`src/sv/ftwm_ram.sv`:
```
// Generic simple dual port RAM with one write port and a registered read port.
// Standalone; no package.
module ftwm_ram #(
  parameter int WIDTH = 8,
  parameter int DEPTH = 16
) (
  input  logic                     clk,
  input  logic                     we,
  input  logic [$clog2(DEPTH)-1:0] waddr,
  input  logic [WIDTH-1:0]         wdata,
  input  logic [$clog2(DEPTH)-1:0] raddr,
  output logic [WIDTH-1:0]         rdata
);

  logic [WIDTH-1:0] mem [DEPTH];

  always_ff @(posedge clk) begin
    if (we) begin
      mem[waddr] <= wdata;
    end
    rdata <= mem[raddr];
  end

endmodule

```
`config.mk`:
```
export PLATFORM = sky130hd
export DESIGN_NAME = ftwm_ram
export DESIGN_NICKNAME = d
export VERILOG_FILES = /design/src/sv/ftwm_ram.sv
export SDC_FILE = /design/constraint.sdc
export NUM_CORES = 1
export LEC_CHECK = 0
export BUFFER_PORTS_ARGS = -buffer_cell sky130_fd_sc_hd__buf_2
export CAP_MARGIN = 10
export CELL_PAD_IN_SITES_DETAIL_PLACEMENT = 1
export CELL_PAD_IN_SITES_GLOBAL_PLACEMENT = 1
export CORE_MARGIN = 2
export CORE_UTILIZATION = 35
export DETAILED_ROUTE_END_ITERATION = 10
export PLACE_DENSITY_LB_ADDON = 0.3
export SYNTH_ARGS = -nofsm -noshare
export SYNTH_HDL_FRONTEND = slang
export SYNTH_SLANG_ARGS = --single-unit
```
`constraint.sdc`:
```
create_clock -name clk -period 2.2 [get_ports clk]
set_clock_uncertainty 0.15 [all_clocks]
set_input_delay 0.44 -clock clk [delete_from_list [all_inputs] [get_ports clk]]
set_output_delay 0.44 -clock clk [all_outputs]
set_load 0.03 [all_outputs]
```
## Word-level counts from Yosys, hierarchy flattened

Memory sizes are Yosys's and may differ from the RTL's. A register that Yosys moved wholly into a read port is not among the register bits.
Index checks and enable logic that the tools add are counted.
Widths: inputs -> output; s select.

| storage, ports and cells | value |
|---|---|
| bits in registers | 0 |
| memories kept | 1 |
| bits of input ports | 18 |
| ROM bits | 0 |
| bits in writable memories | 128 |
| bits in latches | 0 |
| logic and storage cells | 3 |

Memory list:

| name | depth | bits a word | read ports | clocked after Yosys merged registers in | wr ports | RTL line | source |
|---|---|---|---|---|---|---|---|
| mem | 16 | 8 | 1 | 1 | 1 | 15 | `logic [WIDTH-1:0] mem [DEPTH];` |

| cells by class | value |
|---|---|
| reduce and logical (&&, ||, !) cells | 0 |
| equal/unequal tests | 0 |
| $lt $le $gt $ge | 0 |
| $mul | 0 |
| bitwise gates (word level) | 0 |
| mux-type cells | 2 |
| divide/modulo/power cells | 0 |
| shift operators | 0 |
| add/sub/neg operators | 0 |

Operator list:

| cell | count |
|---|---|
| $mux 1 | 2 |

## Depth between registers and ports, before layout

| logic depth | value |
|---|---|
| depth after elaboration | 2 |
| depth in mapped cells | 5 |
| mapped depth without buffers | 3 |

## Worst setup path after synthesis

Ideal clock, no wire load.

| timing | value |
|---|---|
| kind | input-to-reg |
| from | in waddr[2] |
| to | mem mem[0][0], enable pin |
| path slack | 0.117 ns |
| stages on the path | 2 |
| setup time | 0.383 ns |
| data required time | 1.667 ns |
| buffers on the path | 0 |
| data arrival time | 1.550 ns |
| cell sequence | or3b_2 > nor3_1 |

RTL lines:

| element | RTL line | source |
|---|---|---|
| start, declared | 9 | `input logic [$clog2(DEPTH)-1:0] waddr,` |
| end, declared | 15 |  |

No word-level cell before the write port.

==> impl_metrics.toml <==
[min_path]
holdPathEnd = "mem[2][4]"
min_delay_path_depth = 1
hold_path.class = "in2reg"
timing.hold.worst.start = "wdata[4]"

[die]
floorplan.die.width_um = 125.3
row_count = 44
chipHeight_um = 125.3
fp.dieArea_um2 = 15690
core_area_um2 = 14420
start_util_pct = 35.69
pin_count = 26

[cells_and_area]
layout_commonest_cell = "sky130_fd_sc_hd__edfxtp_1"
register_area_um2 = 4004
final_nets = 304
post-route-util_pct = 43.41
fillCellCount = 1351
fraction_of_layout_instances_using_a_drive_strength_above_1_pct = 31.44
multi_input_comb_area_um2 = 1057
area.growth.synth_to_final_pct = 21.63
mostFrequentLayoutCells = "128 x sky130_fd_sc_hd__edfxtp_1, 25 x sky130_fd_sc_hd__buf_2, 20 x sky130_fd_sc_hd__buf_4"

[clock_tree]
cts_setup_buffers = 0
clock_tree_from_tritoncts = "done"
post_cts_resized = 0
cts_num_sinks = 136
cts.path.max_buffers = 2
tritoncts.num_buffers = 17
htree_num_levels = 4
ctsRootBufferMaster = "sky130_fd_sc_hd__clkbuf_16"
worstSkewPairLatency_ns = 0.40
cts_hold_repair.buffers = 0
clock_slew_seen_by_the_registers_of_the_worst_setup_and_hold_paths_ns = 0.06

[timing]
rsz0062_at_grt = "no"
final_min_period_over_clock_period_pct = 74.24
holdWs_ns = 0.2761
setup_violations = 0
peak_freq_ghz = 0.6123
slew_violations = 0
slew_headroom_pct = 71.68
worstMarginPinSlew_ns = 0.4247
fin_crit_ns = 1.633
setup_tns_ns = 0
final_hold_viol_count = 0

[synthesis]
ys_types = 19
synth_area_um2 = 5147
yosys-mux-area-fraction_pct = 15.02
largest_family_of_logic_cells_by_synthesized_area = "multiplexers"
synth_area_per_cell_um2 = 22.48
syn_nets = 247
yosys_warnings = 0
yosysSeqAreaShare_pct = 77.78
synth-compound-area-share_pct = 2.333
yosys_register_bits = 136
synth_simple_gate_area_share_pct = 3.184
synth_xor_area_share_pct = 0
adder_cell_share_of_the_synthesized_area_pct = 0
postSynthCellCount = 229

[power]
ir_drop_v = 0.0005174
leakage_power_summed_over_all_cells_uw = 0.002129
power_per_cell_area_nw_per_um2 = 994.5

[critical_path]
path_max_fanout = 15
worst_setup_path_end_kind = "flip-flop"
timing.rr.end = "rdata[6]"
critPathKind = "in2reg"
rr_worst_depth = 3
startpoint_type = "primary input"
critical_path_launch_point = "raddr[0]"
ff2ff_setup_slack_ns = 0.62
crit_required_ns = 2.32
crit-reg2reg-launch = "mem[11][6]"
arrival_ns = 1.76

[route]
drt-total-wl_um = 11030
detail_route.drc_violations = 0
avgViaCountPerCell = 5.081
dr_total_vias = 2459
first_pass_iters = 4
ant_nets = 0
initial_detailed_routing_violation_count = 216
routed_wire_per_std_cell_um = 22.79

[global_route]
grt_antenna_before_repair = 1
globalRouteTotalUtil_pct = 15.15
wire_length_of_the_first_global_routing_pass_um = 16970
first_global_vias = 2653
grt_start_max_net_pins = 17
grt.overflow.total = 0

[run]
drv.max_cap_violation_count = 0

[placement]
portBuffers = 25
dp_hpwl_um = 6887
place.gp.congestion = 0.6913

[status]
status = "complete, no violations"
worst max-delay path, cell delays in order:
cell                      delay (ns)
sky130_fd_sc_hd__buf_2          0.16
sky130_fd_sc_hd__buf_12         0.18
sky130_fd_sc_hd__mux4_1         0.56
sky130_fd_sc_hd__a22oi_1        0.29
sky130_fd_sc_hd__nand2_1        0.11
flip-flops by register name (all words and copies together), names as in the netlist:
name	cells
mem	128
rdata	8
cell families (layout without fill, tap and decap cells):
kind of cell,count (synthesis),after routing
and+or+nand+nor,35,35
DFF,136,136
buffers and inverters,10,80
other,0,1
AOI/OAI and AO/OA,16,16
muxes,32,32
where the power goes:
part           switching (uW)  total [uW]  internal [uW]
registers                20.5        2920           2900
logic                     186         309            124
clock network            1000        3000           2000
total                    1210        6230           5020
cell usage after synthesis:
cell type | number | share of area [%]
sky130_fd_sc_hd__edfxtp_1 | 128 | 75
sky130_fd_sc_hd__mux4_2 | 18 | 7.9
sky130_fd_sc_hd__a22oi_1 | 16 | 2.3
sky130_fd_sc_hd__mux4_1 | 14 | 7.1
sky130_fd_sc_hd__nor2_1 | 13 | 0.95
sky130_fd_sc_hd__nand2_1 | 9 | 0.66
sky130_fd_sc_hd__dfxtp_1 | 8 | 3.1
sky130_fd_sc_hd__nor3_1 | 4 | 0.39
sky130_fd_sc_hd__buf_2 | 3 | 0.29
sky130_fd_sc_hd__buf_6 | 3 | 0.66
sky130_fd_sc_hd__clkdlybuf4s25_2 | 3 | 0.58
sky130_fd_sc_hd__nand2b_1 | 2 | 0.24
sky130_fd_sc_hd__nand3b_1 | 2 | 0.29
sky130_fd_sc_hd__and2_1 | 1 | 0.12
sky130_fd_sc_hd__and2b_1 | 1 | 0.15
sky130_fd_sc_hd__buf_4 | 1 | 0.15
sky130_fd_sc_hd__nand3_1 | 1 | 0.097
sky130_fd_sc_hd__nor2b_1 | 1 | 0.12
sky130_fd_sc_hd__or3b_2 | 1 | 0.17
final cells by class:
cell class	count	share of cell area, %
Sequential cell	136	63.95
Multi-Input combinational cell	83	16.89
Clock buffer	18	6.855
Timing Repair Buffer	48	5.356
Tap cell	184	3.677
Clock inverter	14	3.237
Antenna cell	1	0.03997
per-layer routing:
metal	vias to the layer above	part of all wire, %	track usage (%)
met1	1293	45	20.54
met5	-	0	0
met3	5	4.9	4.193
li1	1093	-	-
met2	68	49	23.85
met4	0	0.66	5.098
metrics by stage:
step                setup slack, ns  area (um2)  power [uW]  std cells
detailed placement           0.1299        5627        3287        451
floorplan                    0.1171        5147        3145        229
global placement             0.1846        5627        3277        451
finish                       0.5668        6261        6227        484
global route                 0.5103        6259        6424        483
CTS                          0.5516        6259        6285        483
how the worst max path moves through the flow:
stage / to / slack [ns] / cells after the start
after floorplan: mem[0][0] / 0.12 / 2
after global placement: rdata[5] / 0.18 / 5
after detailed placement: rdata[4] / 0.13 / 5
after CTS: rdata[6] / 0.55 / 5
after global routing: rdata[4] / 0.51 / 5
final: rdata[4] / 0.57 / 5
Note: power is estimated with default switching activity, not from simulation.
