**src/sv/ftwm_pkg.sv**
```systemverilog
// Package for the frame time window median block.
// Holds the sizes, operation codes and the scaler request and response types.
// No dependencies.
package ftwm_pkg;

  localparam int WINDOW = 100;
  localparam int ADDR_W = $clog2(WINDOW);
  localparam int IDX_W = $clog2(WINDOW + 1);
  localparam int CNT_W = 7;

  localparam int OP_W = 2;
  localparam int TICK_W = 64;
  localparam int DUR_W = 40;
  localparam int Q_W = 32;
  localparam int FRAC_W = 16;
  localparam int NS_W = 48;

  localparam int HALF_W = DUR_W / 2;
  localparam int PROD_W = HALF_W + Q_W;
  localparam int HI_SH = HALF_W - FRAC_W;
  localparam int SUM_W = PROD_W + HI_SH + 1;

  localparam logic [Q_W-1:0] Q_RESET = Q_W'(65536);

  localparam logic [OP_W-1:0] OP_RECORD = 2'd0;
  localparam logic [OP_W-1:0] OP_MEDIAN = 2'd1;
  localparam logic [OP_W-1:0] OP_LAST = 2'd2;
  localparam logic [OP_W-1:0] OP_PTR_RESET = 2'd3;

  typedef struct packed {
    logic start;
    logic [DUR_W-1:0] ticks;
  } scale_req_t;

  typedef struct packed {
    logic done;
    logic [NS_W-1:0] ns;
  } scale_rsp_t;

endpackage

```
**src/sv/ftwm_scale.sv**
```systemverilog
// Tick to nanosecond scaler: duration times an unsigned Q16.16 factor, saturated.
// One shared 20 by 32 bit multiplier used twice; uses ftwm_pkg.
module ftwm_scale import ftwm_pkg::*; (
  input  logic             clk,
  input  logic             rst,
  input  logic [Q_W-1:0]   factor,
  input  scale_req_t       req,
  output scale_rsp_t       rsp
);

  localparam logic [1:0] P_IDLE = 2'd0;
  localparam logic [1:0] P_HI = 2'd1;
  localparam logic [1:0] P_LO = 2'd2;
  localparam logic [1:0] P_SUM = 2'd3;

  logic [1:0] phase;
  logic [DUR_W-1:0] ticks;
  logic [PROD_W-1:0] prod;
  logic [PROD_W-1:0] hi_prod;
  logic [HALF_W-1:0] mul_a;
  logic [PROD_W-1:0] mul_p;
  logic [SUM_W-1:0] sum;
  logic done;
  logic [NS_W-1:0] ns;

  assign mul_a = (phase == P_HI) ? ticks[DUR_W-1:HALF_W] : ticks[HALF_W-1:0];
  assign mul_p = PROD_W'(mul_a) * PROD_W'(factor);
  assign sum = (SUM_W'(hi_prod) << HI_SH) + SUM_W'(prod >> FRAC_W);

  always_ff @(posedge clk) begin
    if (rst) begin
      phase <= P_IDLE;
      done <= 1'b0;
    end else begin
      done <= 1'b0;
      unique case (phase)
        P_IDLE: begin
          if (req.start) begin
            ticks <= req.ticks;
            phase <= P_HI;
          end
        end
        P_HI: begin
          prod <= mul_p;
          phase <= P_LO;
        end
        P_LO: begin
          hi_prod <= prod;
          prod <= mul_p;
          phase <= P_SUM;
        end
        P_SUM: begin
          ns <= (|sum[SUM_W-1:NS_W]) ? {NS_W{1'b1}} : sum[NS_W-1:0];
          done <= 1'b1;
          phase <= P_IDLE;
        end
        default: begin
          phase <= P_IDLE;
        end
      endcase
    end
  end

  assign rsp.done = done;
  assign rsp.ns = ns;

endmodule

```
**config.mk**
```make
export PLATFORM = sky130hd
export DESIGN_NAME = ftwm_scale
export DESIGN_NICKNAME = d
export VERILOG_FILES = /design/src/sv/ftwm_pkg.sv /design/src/sv/ftwm_scale.sv
export SDC_FILE = /design/constraint.sdc
export NUM_CORES = 2
export LEC_CHECK = 0
export ABC_AREA = 1
export BUFFER_PORTS_ARGS = -buffer_cell sky130_fd_sc_hd__buf_2
export CAP_MARGIN = 40
export CORE_MARGIN = 3
export CORE_UTILIZATION = 37
export DETAILED_ROUTE_END_ITERATION = 8
export PLACE_DENSITY = 0.62
export SYNTH_ARGS = -nofsm -noshare
export SYNTH_HDL_FRONTEND = slang
export SYNTH_SLANG_ARGS = --single-unit
```
**constraint.sdc**
```tcl
create_clock -name clk -period 6.6 [get_ports clk]
set_input_delay 0.66 -clock clk [delete_from_list [all_inputs] [get_ports clk]]
set_output_delay 0.66 -clock clk [all_outputs]
set_load 0.01 [all_outputs]
```
* Word level (Yosys, flattened, before mapping)
Index checks and enable logic that the tools add are counted.
Storage, ports and cells: register bits after elaboration 195, bits in latches 0, RAM bits 0, bits in read-only memories 0, input bits 75, output and inout bits 49, word-level logic and storage cells 24, memories 0
Cells by class: add/subtract/negate cells 1, multipliers 1, div/mod/pow operators 0, magnitude comparators 0, equality and inequality tests 4, shift operators 0, mux-type cells 4, bitwise gates (word level) 1, reductions and logical operators 7
Operators with widths (number):
- 56-bit by 36-bit adder with 57-bit output | 1
- 20-bit by 32-bit multiplier with 52-bit output | 1
- 20-bit 2-to-1 mux | 1
- 9-bit OR reduction | 1
- 2-bit one-hot mux with 4 select lines | 1
- 2-bit AND reduction | 3
- 2-bit == test (second input constant) | 2
- 3-bit AND reduction | 1
- 2-bit by 1-bit == test with 1-bit output (second input constant) | 1
- 2-bit logical NOT | 1
- 2-bit 2-to-1 mux | 1
- 2-bit != test (second input constant) | 1
- 2-bit OR reduction | 1
- 1-bit 2-to-1 mux | 1
- 1-bit inverter | 1

* Depth between registers and ports, before layout
depth in word-level cells 3, mapped depth 34, mapped depth without buffers 33

* Least setup slack after synthesis
No wires, ideal clock.
path kind register -> register, start register phase[1], end register prod[41], data pin, setup time 262 ps, data arrival time 6739 ps, required time 6338 ps, slack -401 ps, stages on the path, launching flop included 32, path buffers 2, clock period less this slack 7001 ps, cell sequence dfxtp_1 -> inv_1 -> ha_1 -> inv_1 -> clkbuf_1 -> or2_2 -> o21ai_1 -> clkbuf_1 -> nor2_1 -> fa_1 -> fa_1 -> inv_1 -> fa_1 -> inv_1 -> fa_1 -> inv_1 -> fa_1 -> inv_1 -> fa_1 -> inv_1 -> fa_1 -> inv_1 -> ha_1 -> a21oi_1 -> inv_1 -> a21oi_1 -> nor2_1 -> nor2_1 -> o21ai_0 -> a21oi_1 -> o21bai_1 -> xor2_1
On the way: cells in the longest elaborated chain, start to end 3
Ends and longest elaborated chain:
- start: declaration | line ftwm_scale.sv:16 | logic [1:0] phase;
- start signal: assignment | line ftwm_scale.sv:32 | phase <= P_IDLE;
- start signal: assignment | line ftwm_scale.sv:40 | phase <= P_HI;
- start signal: assignment | line ftwm_scale.sv:45 | phase <= P_LO;
- 2-bit by 1-bit == test with 1-bit output | line ftwm_scale.sv:26 | assign mul_a = (phase == P_HI) ? ticks[DUR_W-1:HALF_W] : ticks[HALF_W-1:0];
- 20-bit 2-to-1 mux | line ftwm_scale.sv:26
- 20-bit by 32-bit multiplier with 52-bit output | line ftwm_scale.sv:27 | assign mul_p = PROD_W'(mul_a) * PROD_W'(factor);
- named net mul_p[41] | line ftwm_scale.sv:21 | logic [PROD_W-1:0] mul_p;
- end signal: assignment | line ftwm_scale.sv:44 | prod <= mul_p;
- end signal: assignment | line ftwm_scale.sv:49 | prod <= mul_p;
- end: declaration | line ftwm_scale.sv:18 | logic [PROD_W-1:0] prod;
The timed path passes the listed nets, and every way through them passes these cells. A chain may end at the register's enable or synchronous reset.

* Worst setup path after layout
start register phase[1], end register prod[44], data pin
Same word-level chain as after synthesis.

==> impl_metrics.toml <==
[outcome]
outcome = "complete, but fails checks"
violations = "setup timing"

[worst_setup_path]
crit_type = "reg2reg"
critPathLaunchType = "flip-flop"
crit_path_frequent_cell = "fa_1"
critPathCaptureType = "flip-flop"
cp.arrival_ns = 7.22
required_ns = 6.83
slowest_delay_ns = 0.60
r2r-start = "phase[1]"
crit_path_top_delay_cell = "fa_1"
worst-path-buf-inv = 12
r2r_end = "prod[44]"
r2r_cells = 30
r2r_setup_slack_ns = -0.39
crit_family = "adder cells"
crit_fanout = 13

[logic_synthesis]
synth_area_per_cell_um2 = 8.48
synth_edf_count = 192
yosysWarnings = 0
synthCells = 3589
synth_seq_area_share_pct = 19.1
synth.distinct_cells = 42
ys_seq_elements = 195
synth_top_flop_cell = "edfxtp_1"
syn-num-nets = 4399
syn_area_mm2 = 0.0304
ys_async_sr_fraction_pct = 0

[floorplan]
dieArea_mm2 = 0.0858
rows = 104
start_util_pct = 37.6
ios = 124
die_h_um = 293
fp.dieW_um = 293
core_mm2 = 0.0811

[clock_network]
clkSinkCount = 195
cts_root_buffer = "clkbuf_16"
hold_buffers = 0
clockBufferDepth = 2
cts_max_level = 4
cts_buffers = 17
clkLatencyLatePin_ns = 0.51
clkTransAtPathRegs_ns = 0.11
cts_tree = "done"

[sta]
setup_viol = 37
maxSlewViolCount = 0
post-route-period-util_pct = 106
worst_pin_slew_ns = 0.732
fin_ws_ns = -0.390
finalSetupTns_ns = -9.09
timing.fmax_mhz = 143
rsz0062_at_grt = "true"
fin_skew_ns = 0.0331
final_hold_viol_count = 0
period_needed_ns = 6.99
slew_headroom_pct = 50.9

[route]
firstDrtPassIters = 5
drcViolationCount = 0
route.vias.total = 25500
drt-total-wl_mm = 101
viasPerCell = 4.93
drt-initial-drc-count = 1870
ant_nets = 0
wl_per_cell_um = 19.5

[placement]
hpwl_mm = 79.5
place.port_buffers = 123
dpl.cell_count = 5028
gp_congestion = 0.961

[finish]
antennaDiodeCount = 0
final_common_cell = "inv_1"
drive_gt1_share_pct = 27.1
syn2layout_area_growth_pct = 28.8
final_cell_mix = "inv_1 (770), nand2_1 (678), fa_1 (500)"
fin_nets = 4903
nFillCells = 7486
final-instance-count-excl-fill = 5166

[job]
drv_cap = 0

[hold_path]
whs_path_depth = 1
min_to = "ticks[8]"
worstHoldPathType = "in2reg"
hold_start = "req[8]"

[global_route]
grt_overflow_total = 0
antenna_found_initial = 1
grt_pass1_vias = 26300
track_usage_pct = 22.8
grt_max_degree = 53
grt_pass1_wl_mm = 148
routing by layer:
metal	track usage [%]	part of all wire (%)	up-vias
li1	-	-	11700
met2	38.9	48	1024
met5	0	0	-
met3	5.20	7.9	245
met4	9.26	5.1	0
met1	28.1	38	12500
through the flow:
step | utilization, % | instance area [µm²] | worst slack (ns) | hold WS [ns]
global route | 48.3 | 39200 | -0.568 | 0.295
finish | 48.3 | 39200 | -0.390 | 0.314
CTS | 45.9 | 37200 | -0.351 | 0.284
detailed placement | 43.3 | 35100 | -0.804 | 0.405
floorplan | - | 30600 | -0.0000719 | 0.400
global placement | 43.3 | 35100 | -0.734 | 0.401
cell type report:
type | instances | area, µm² | share of cell area (%)
tap | 1060 | 1330 | 3.38
multi-input combinational | 2419 | 22900 | 58.5
clock inverter | 15 | 241 | 0.616
timing repair buffer | 594 | 5150 | 13.1
sequential | 195 | 5830 | 14.9
inverter | 866 | 3300 | 8.41
clock buffer | 17 | 425 | 1.09
state kept, by name, indices dropped and copies added (netlist names):
name	cells
ticks	40
hi_prod	52
done	1
phase	2
prod	52
ns	48
what timing repair did:
item / 4_1_cts / 5_1_grt
pin swaps: 53 / 150
resized for setup: 215 / 385
buffers inserted: 42 / 52
cloned: 8 / 7
endpoints found under the setup margin: 40 / 42
worst max-delay path by stage:
stage	to	slack, ns	cells after the start	startpoint
6_report	prod[44]	-0.39	30	phase[1]
3_3_place_gp	prod[33]	-0.73	31	phase[1]
2_1_floorplan	prod[41]	-0.00007	27	phase[1]
3_5_place_dp	prod[41]	-0.80	31	phase[1]
5_1_grt	prod[44]	-0.57	32	phase[1]
4_1_cts	prod[44]	-0.35	32	phase[1]
logic make-up (layout without fill, tap and decap cells):
kind of cell | count (synthesis) | after routing | share of synthesized area (%)
AO/OA/AOI/OAI | 207 | 207 | 3.76
AND/OR/NAND/NOR | 1388 | 1388 | 18.9
XOR/XNOR | 89 | 89 | 2.56
flip-flops | 195 | 195 | 19.1
adder cells (fa/ha/maj) | 735 | 735 | 43.5
buffers and inverters | 975 | 1492 | 12.2
Yosys cell counts, types with 15 or more instances:
cell type / count / area [µm²]
nor2_2: 19 / 119
xor2_1: 40 / 350
ha_1: 198 / 2480
xnor2_1: 49 / 429
a31oi_1: 16 / 100
nand3_1: 88 / 440
fa_1: 537 / 10800
a21oi_1: 93 / 465
clkbuf_1: 93 / 349
clkinv_1: 15 / 56.3
nand4_1: 15 / 93.8
edfxtp_1: 192 / 5770
nand3_2: 25 / 250
nor3_1: 16 / 80.1
or2_2: 21 / 131
nand2_1: 743 / 2790
inv_1: 839 / 3150
o21ai_0: 51 / 255
nor2_1: 431 / 1620
Power is not shown: default switching activity piles up to over one toggle a cycle in this logic, so the estimate is an artifact.
